<file path="src/acf_pkg.sv">
// ----------------------------------------------------------------------------
// acf_pkg: shared types and constants of the ascii command framer
// Byte codes, register indexes, reset values and stream widths.
// ----------------------------------------------------------------------------
package acf_pkg;

  // stream widths
  localparam int unsigned IN_TDATA_W  = 8;
  localparam int unsigned OUT_TDATA_W = 24;
  localparam int unsigned ID_W        = 16;
  localparam int unsigned SLOT_W      = 5;

  // configuration channel
  localparam int unsigned CFG_IDX_W  = 8;
  localparam int unsigned CFG_DATA_W = 16;

  localparam logic [CFG_IDX_W-1:0] REG_FIELD_SEP      = 8'd0;
  localparam logic [CFG_IDX_W-1:0] REG_COMMAND_SEP    = 8'd1;
  localparam logic [CFG_IDX_W-1:0] REG_DROP_ON_NL     = 8'd2;
  localparam logic [CFG_IDX_W-1:0] REG_HANDLER_ENABLE = 8'd3;

  localparam logic [7:0]  RST_FIELD_SEP      = 8'd32;
  localparam logic [7:0]  RST_COMMAND_SEP    = 8'd59;
  localparam logic        RST_DROP_ON_NL     = 1'b0;
  localparam logic [15:0] RST_HANDLER_ENABLE = 16'h0000;

  // byte codes
  localparam logic [7:0] CHR_NUL   = 8'd0;
  localparam logic [7:0] CHR_TAB   = 8'd9;
  localparam logic [7:0] CHR_LF    = 8'd10;
  localparam logic [7:0] CHR_CR    = 8'd13;
  localparam logic [7:0] CHR_SPACE = 8'd32;
  localparam logic [7:0] CHR_PLUS  = 8'd43;
  localparam logic [7:0] CHR_MINUS = 8'd45;
  localparam logic [7:0] CHR_ZERO  = 8'd48;
  localparam logic [7:0] CHR_NINE  = 8'd57;

  // magnitude saturates one above the largest positive id
  localparam logic [ID_W-1:0] MAG_SAT = 16'd32768;
  localparam logic [ID_W-1:0] ID_MAX  = 16'd32767;

  // id parser phase
  typedef enum logic [4:0] {
    PH_LEAD   = 5'b00001,
    PH_WS     = 5'b00010,
    PH_SIGN   = 5'b00100,
    PH_DIGITS = 5'b01000,
    PH_DONE   = 5'b10000
  } phase_e;

endpackage

</file>
<file path="src/ascii_command_framer_top.sv">
// ----------------------------------------------------------------------------
// ascii_command_framer_top: delimited ascii command framer
// Frames received bytes into messages and reports the leading command id
// and its handler slot for each non-empty message.
// ----------------------------------------------------------------------------
//  channel   | dir | payload (lsb first)                       | handshake
//  ----------+-----+-------------------------------------------+------------------------
//  s_axis    | in  | rx_byte[7:0]                              | s_axis_tvalid/tready
//  m_axis    | out | command_id[15:0], handler_slot[20:16], 0s | m_axis_tvalid/tready
//  cfg       | in  | cfg_index_i selects reg, cfg_data_i value | cfg_valid_i/cfg_ready_o
//
//  one byte per cycle sustained while m_axis is not stalled
//  the path is input register -> parser and id accumulator -> result register
//  both stages advance together whenever the result register is free or drained
//  a stalled m_axis holds the result register and then the input register
//  reset clears framing state and loads register defaults; cfg is always ready
module ascii_command_framer_top #(
  parameter int unsigned BUFFER_BYTES = 64,
  parameter int unsigned MAX_HANDLERS = 16
) (
  input  logic                             clk_i,
  input  logic                             rst_ni,
  // rx_byte[7:0]
  input  logic                             s_axis_tvalid,
  output logic                             s_axis_tready,
  input  logic [acf_pkg::IN_TDATA_W-1:0]   s_axis_tdata,
  // command_id[15:0], handler_slot[20:16], zero[23:21]
  output logic                             m_axis_tvalid,
  input  logic                             m_axis_tready,
  output logic [acf_pkg::OUT_TDATA_W-1:0]  m_axis_tdata,
  input  logic                             cfg_valid_i,
  output logic                             cfg_ready_o,
  input  logic [acf_pkg::CFG_IDX_W-1:0]    cfg_index_i,
  input  logic [acf_pkg::CFG_DATA_W-1:0]   cfg_data_i
);
  import acf_pkg::*;

  localparam int unsigned CntW       = $clog2(BUFFER_BYTES);
  localparam int unsigned HandlerLim = (MAX_HANDLERS < 16) ? MAX_HANDLERS : 16;

  // configuration registers
  logic [7:0]  field_sep_q, command_sep_q;
  logic        drop_nl_q;
  logic [15:0] handler_en_q;

  // input stage
  logic       in_valid_q;
  logic [7:0] in_byte_q;

  // framing state
  logic [CntW-1:0] count_q, count_d, count_inc;
  phase_e          phase_q, phase_d, phase_eff;
  logic            neg_q, neg_d;
  logic [ID_W-1:0] mag_q, mag_d;

  // result stage
  logic              out_valid_q, out_valid_d;
  logic [ID_W-1:0]   out_id_q, out_id_d;
  logic [SLOT_W-1:0] out_slot_q, out_slot_d;

  logic            out_free, advance;
  logic            is_space, is_digit, is_sign, is_fs, is_nl, restart;
  logic [19:0]     mag_ext, mag_sum;
  logic [ID_W-1:0] mag_next, id_pos, id_m1, res_id;
  logic [SLOT_W-1:0] res_slot;

  // handshake
  assign out_free      = !out_valid_q || m_axis_tready;
  assign advance       = in_valid_q && out_free;
  assign s_axis_tready = !in_valid_q || out_free;
  assign cfg_ready_o   = 1'b1;

  assign m_axis_tvalid = out_valid_q;
  assign m_axis_tdata  = {{(OUT_TDATA_W - ID_W - SLOT_W){1'b0}}, out_slot_q, out_id_q};

  // configuration writes
  always_ff @(posedge clk_i or negedge rst_ni) begin
    if (!rst_ni) begin
      field_sep_q   <= RST_FIELD_SEP;
      command_sep_q <= RST_COMMAND_SEP;
      drop_nl_q     <= RST_DROP_ON_NL;
      handler_en_q  <= RST_HANDLER_ENABLE;
    end else if (cfg_valid_i) begin
      case (cfg_index_i)
        REG_FIELD_SEP:      field_sep_q   <= cfg_data_i[7:0];
        REG_COMMAND_SEP:    command_sep_q <= cfg_data_i[7:0];
        REG_DROP_ON_NL:     drop_nl_q     <= cfg_data_i[0];
        REG_HANDLER_ENABLE: handler_en_q  <= cfg_data_i;
        default: ;
      endcase
    end
  end

  // input register
  always_ff @(posedge clk_i or negedge rst_ni) begin
    if (!rst_ni) begin
      in_valid_q <= 1'b0;
    end else if (s_axis_tready) begin
      in_valid_q <= s_axis_tvalid;
    end
  end

  always_ff @(posedge clk_i) begin
    if (s_axis_tvalid && s_axis_tready) begin
      in_byte_q <= s_axis_tdata;
    end
  end

  // byte classes
  assign is_space = (in_byte_q == CHR_SPACE) || (in_byte_q >= CHR_TAB && in_byte_q <= CHR_CR);
  assign is_digit = (in_byte_q >= CHR_ZERO) && (in_byte_q <= CHR_NINE);
  assign is_sign  = (in_byte_q == CHR_PLUS) || (in_byte_q == CHR_MINUS);
  assign is_fs    = (in_byte_q == field_sep_q);
  assign is_nl    = (in_byte_q == CHR_LF) || (in_byte_q == CHR_CR);

  // decimal accumulate, saturating
  assign mag_ext  = {4'b0, mag_q};
  assign mag_sum  = (mag_ext << 3) + (mag_ext << 1) + {16'b0, in_byte_q[3:0]};
  assign mag_next = (mag_sum > {4'b0, MAG_SAT}) ? MAG_SAT : mag_sum[ID_W-1:0];

  assign count_inc = count_q + 1'b1;

  // result of the message that ends now
  assign id_pos = (mag_q > ID_MAX) ? ID_MAX : mag_q;
  assign id_m1  = id_pos - 16'd1;
  assign res_id = neg_q ? (16'd0 - mag_q) : id_pos;

  always_comb begin
    res_slot = '0;
    if (!neg_q && id_pos >= 16'd1 && id_pos <= 16'(HandlerLim) && handler_en_q[id_m1[3:0]]) begin
      res_slot = id_pos[SLOT_W-1:0];
    end
  end

  // parser and framing
  always_comb begin
    count_d   = count_q;
    phase_d   = phase_q;
    neg_d     = neg_q;
    mag_d     = mag_q;
    restart   = 1'b0;
    phase_eff = (phase_q == PH_LEAD) ? PH_WS : phase_q;
    if (advance && in_byte_q != CHR_NUL) begin
      if (in_byte_q == command_sep_q) begin
        restart = 1'b1;
      end else begin
        // leading field separators keep the parser in its first phase
        if (!(phase_q == PH_LEAD && is_fs)) begin
          phase_d = phase_eff;
          if (phase_eff != PH_DONE) begin
            if (is_fs) begin
              phase_d = PH_DONE;
            end else if (phase_eff == PH_WS && is_space) begin
              phase_d = PH_WS;
            end else if (phase_eff == PH_WS && is_sign) begin
              neg_d   = (in_byte_q == CHR_MINUS);
              phase_d = PH_SIGN;
            end else if (is_digit) begin
              mag_d   = mag_next;
              phase_d = PH_DIGITS;
            end else begin
              phase_d = PH_DONE;
            end
          end
        end
        count_d = count_inc;
        // overlong message or newline drop
        if (count_inc >= CntW'(BUFFER_BYTES - 1)) restart = 1'b1;
        if (drop_nl_q && !is_fs && is_nl) restart = 1'b1;
      end
    end
    if (restart) begin
      count_d = '0;
      phase_d = PH_LEAD;
      neg_d   = 1'b0;
      mag_d   = '0;
    end
  end

  always_ff @(posedge clk_i or negedge rst_ni) begin
    if (!rst_ni) begin
      count_q <= '0;
      phase_q <= PH_LEAD;
      neg_q   <= 1'b0;
      mag_q   <= '0;
    end else begin
      count_q <= count_d;
      phase_q <= phase_d;
      neg_q   <= neg_d;
      mag_q   <= mag_d;
    end
  end

  // result register
  always_comb begin
    out_valid_d = out_valid_q;
    out_id_d    = out_id_q;
    out_slot_d  = out_slot_q;
    if (out_free) begin
      out_valid_d = advance && (in_byte_q != CHR_NUL) && (in_byte_q == command_sep_q)
                    && (count_q != '0);
      out_id_d    = res_id;
      out_slot_d  = res_slot;
    end
  end

  always_ff @(posedge clk_i or negedge rst_ni) begin
    if (!rst_ni) begin
      out_valid_q <= 1'b0;
    end else begin
      out_valid_q <= out_valid_d;
    end
  end

  always_ff @(posedge clk_i) begin
    out_id_q   <= out_id_d;
    out_slot_q <= out_slot_d;
  end

endmodule

</file>
<file path="config.mk">
export PLATFORM = sky130hd
export DESIGN_NAME = ascii_command_framer_top
export DESIGN_NICKNAME = d
export VERILOG_FILES = /design/src/acf_pkg.sv /design/src/ascii_command_framer_top.sv
export SDC_FILE = /design/constraint.sdc
export NUM_CORES = 1
export LEC_CHECK = 0
export BUFFER_PORTS_ARGS = -buffer_cell sky130_fd_sc_hd__buf_4
export CAP_MARGIN = 10
export CORE_AREA = 4 4 101 103
export CTS_CLUSTER_SIZE = 40
export DETAILED_ROUTE_END_ITERATION = 8
export DIE_AREA = 0 0 105 107
export PLACE_DENSITY = 0.9
export SETUP_SLACK_MARGIN = 0.2
export SLEW_MARGIN = 40
export SYNTH_ARGS = -nofsm -noshare
export SYNTH_HDL_FRONTEND = slang
export SYNTH_SLANG_ARGS = --single-unit
</file>
<file path="constraint.sdc">
create_clock -name clk_i -period 5.35 [get_ports clk_i]
set_input_delay 0.8025 -clock clk_i [delete_from_list [all_inputs] [get_ports clk_i]]
set_output_delay 0.8025 -clock clk_i [all_outputs]
set_load 0.005 [all_outputs]
</file>
==> impl_metrics.env <==
export IMPL_avgSynthCellArea_um2=10.4
export IMPL_clk_path_buf_depth=2
export IMPL_rsz0062_at_grt="no"
export IMPL_post_route_min_period_ns=3.85
export IMPL_gp_congestion=0.883
export IMPL_netlist_area_um2=5720
export IMPL_grtUsageTotal_pct=22.2
export IMPL_drtIter0Drc=232
export IMPL_drtPass1Iterations=5
export IMPL_die_h_um=107
export IMPL_yosysWarningCount=0
export IMPL_clkPwrFrac_pct=29.8
export IMPL_skew_ns=0.0212
export IMPL_post_cts_setup_buffer_count=0
export IMPL_fillers=668
export IMPL_internal_power_uw=1080
export IMPL_hold_buffers=0
export IMPL_cts_root_buffer="clkbuf_8"
export IMPL_clk_latency_ns=0.37
export IMPL_clock_sinks=92
export IMPL_dieArea_um2=11200
export IMPL_place_area_um2=6190
export IMPL_antenna_found_initial=0
export IMPL_worst_endpoint_required_ns=5.62
export IMPL_status="complete, no violations"
export IMPL_start_util_pct=62.2
export IMPL_pin_count=64
export IMPL_seqPwrFrac_pct=53.2
export IMPL_path_class="reg2reg"
export IMPL_dr_total_vias=4402
export IMPL_max_cap_violations=0
export IMPL_grt_max_degree=64
export IMPL_critical_path_endpoint_type="register"
export IMPL_ys_ff_latch=92
export IMPL_wirelength_um=12100
export IMPL_worstMarginPinSlew_ns=0.770
export IMPL_drc=0
export IMPL_cts_max_level=3
export IMPL_coreArea_um2=9200
export IMPL_power_switching_uw=480
export IMPL_post_route_period_util_pct=72.0
export IMPL_hold_path_class="in2async"
export IMPL_slew_violations=0
export IMPL_grt_overflow=0
export IMPL_first_global_vias=4383
export IMPL_port_buffers=59
export IMPL_ir_drop_mv=0.177
export IMPL_grt_pass1_wl_um=20300
export IMPL_antenna_left=0
export IMPL_synth_ff_type="dfrtp_1"
export IMPL_place_hpwl_um=9470
export IMPL_relSlewSlack_pct=48.5
export IMPL_layout_nets=676
export IMPL_hold_viol_final=0
export IMPL_vias_per_cell=6.15
export IMPL_async_reset_ff_share_pct=68.5
export IMPL_finalInstanceArea_um2=6390
export IMPL_fmax_mhz=259
export IMPL_power_leakage_uw=0.00297
export IMPL_drive_above_1_share_pct=24.1
export IMPL_ctsResizeCount=0
export IMPL_ys_seq_area_share_pct=43.0
export IMPL_worst_path_max_fanout=11
export IMPL_insertedDiodeCount=0
export IMPL_totalNegativeSetupSlack_ns=0
export IMPL_critPathLaunchType="register"
export IMPL_avgRoutedWirePerCell_um=16.9
export IMPL_tritoncts="yes"
export IMPL_pwr_share_comb_pct=17.0
export IMPL_synth_cell_types=62
export IMPL_cts_clk_slew_worst_paths_ns=0.11
export IMPL_power_density_nw_per_um2=244
export IMPL_row_count=35
export IMPL_synth_edf_count=29
export IMPL_areaGrowthSynthToFinish_pct=11.8
export IMPL_arrival_ns=4.13
export IMPL_switching_share_pct=30.8
export IMPL_cts_buffers=9
export IMPL_dieWidth_um=105
export IMPL_syn_inst=549
export IMPL_setup_violations=0
==> kinds of logic (layout without fill, tap and decap cells) <==
kind of cell             count (synthesis)  count (layout)  synth area share [%]
XOR/XNOR                                35              35                  5.62
AO/OA/AOI/OAI                          119             119                  13.8
buffers and inverters                   40              94                  3.57
other                                    2               4                 0.131
adder cells (fa/ha/maj)                 39              39                  8.80
multiplexers                            42              42                  8.99
flip-flops                              92              92                  43.0
AND/OR/NAND/NOR                        180             180                  16.1
==> flip-flops by register name (all words and copies together) (netlist names) <==
| register | count |
|---|---|
| neg_q | 1 |
| m_axis_tvalid | 1 |
| mag_q | 16 |
| handler_en_q | 16 |
| phase_q | 5 |
| field_sep_q | 8 |
| count_q | 6 |
| drop_nl_q | 1 |
| in_byte_q | 8 |
| out_slot_q | 5 |
| out_id_q | 16 |
| in_valid_q | 1 |
| command_sep_q | 8 |
==> critical path, cell delays in order (launching register included) <==
cell and delay, ns:
dfrtp_1 0.47, inv_1 0.14, fa_1 0.53, fa_1 0.46, nand2b_1 0.19, a21oi_1 0.25
o21ai_0 0.18, o311ai_0 0.39, mux2_2 0.38, nor2_1 0.21, nand2_2 0.25, o31ai_2 0.31
==> power by group through the flow <==
| stage | sequential, µW | combinational, µW | clock [µW] |
|---|---|---|---|
| after floorplan | 821 | 189 | 0 |
| after global placement | 835 | 245 | 0 |
| after detailed placement | 841 | 263 | 0 |
| after CTS | 826 | 263 | 469 |
| after global routing | 835 | 296 | 502 |
| final | 828 | 265 | 465 |
==> synth_stat cells (2+ instances only) <==
| cell type | n | area (µm²) |
|---|---|---|
| nor2_1 | 35 | 131 |
| or2_2 | 3 | 18.8 |
| o31ai_2 | 9 | 113 |
| clkbuf_1 | 13 | 48.8 |
| mux4_2 | 4 | 90.1 |
| buf_4 | 4 | 30.0 |
| nand3_1 | 14 | 70.1 |
| nor3_1 | 26 | 130 |
| inv_1 | 17 | 63.8 |
| fa_1 | 2 | 40.0 |
| edfxtp_1 | 29 | 871 |
| buf_6 | 5 | 56.3 |
| a41oi_1 | 2 | 17.5 |
| mux2i_1 | 3 | 30.0 |
| conb_1 | 2 | 7.51 |
| o21bai_1 | 2 | 15.0 |
| nand3b_1 | 4 | 30.0 |
| dfstp_2 | 7 | 184 |
| nand4b_1 | 2 | 17.5 |
| dfrtp_1 | 56 | 1400 |
| xnor2_2 | 2 | 32.5 |
| mux2_2 | 35 | 394 |
| nor2b_1 | 9 | 56.3 |
| o31ai_1 | 3 | 22.5 |
| a31oi_1 | 6 | 37.5 |
| nand4_1 | 8 | 50.1 |
| a21o_1 | 7 | 52.6 |
| a21oi_1 | 41 | 205 |
| o31a_1 | 3 | 26.3 |
| a22oi_1 | 2 | 15.0 |
| a21boi_0 | 4 | 30.0 |
| nor4_1 | 5 | 31.3 |
| o211ai_1 | 2 | 15.0 |
| a311o_1 | 2 | 20.0 |
| xor2_1 | 11 | 96.3 |
| nand2_1 | 45 | 169 |
| nand2b_1 | 9 | 56.3 |
| and2_1 | 4 | 25.0 |
| ha_1 | 37 | 463 |
| and3_1 | 4 | 25.0 |
| xnor2_1 | 22 | 193 |
| o21a_1 | 2 | 15.0 |
| o21ai_0 | 28 | 140 |
==> per-layer routing <==
metal  up-vias  share of wire, %  track usage [%]
li1       2106                 -                -
met1      2152                43             28.2
met2       133                50             39.0
met3        11               5.4             4.21
met4         0              0.99             6.09
met5         -                 0                0
==> layout by cell type, fill, tap and decap left out, drive strengths merged, types with 6 or more instances in the layout <==
cell type / instances
a21o: 7
a21oi: 41
a31oi: 6
buf: 61
clkbuf: 9
dfrtp: 56
dfstp: 7
edfxtp: 29
ha: 37
inv: 21
mux2: 35
nand2: 46
nand2b: 9
nand3: 14
nand4: 8
nor2: 35
nor2b: 10
nor3: 26
o21ai: 28
o31ai: 13
xnor2: 24
xor2: 11
==> final timing paths <==
| path | start | endpoint | slack [ns] | depth (start not counted) |
|---|---|---|---|---|
| max | mag_q[0] | mag_q[12] | 1.50 | 11 |
| min in group clk_i | handler_en_q[11] | handler_en_q[11] | 0.51 | 1 |
| max in group asynchronous | rst_ni | mag_q[8] | 4.56 | 1 |
| min | rst_ni | handler_en_q[5] | 0.39 | 1 |
| max reg2reg | mag_q[0] | mag_q[12] | 1.50 | 11 |
| min reg2reg | handler_en_q[11] | handler_en_q[11] | 0.51 | 1 |
==> stage by stage <==
stage	setup WS [ns]	hold WS, ns	util [%]	power [µW]	instances
floorplan	1.86	0.472	-	1010	551
global placement	1.71	0.482	67.2	1080	700
detailed placement	1.54	0.492	67.3	1100	700
CTS	1.53	0.512	69.4	1560	716
global route	1.16	0.418	69.5	1630	716
finish	1.50	0.388	69.5	1560	716
==> final cells by class <==
class	count	area, µm²	area share [%]
sequential	92	2460	38.4
clock inverter	7	75.1	1.17
timing repair buffer	61	462	7.22
inverter	17	63.8	0.998
multi-input combinational	419	3070	48.1
clock buffer	9	124	1.94
tap	111	139	2.17
(Power assumes the default switching activity.)
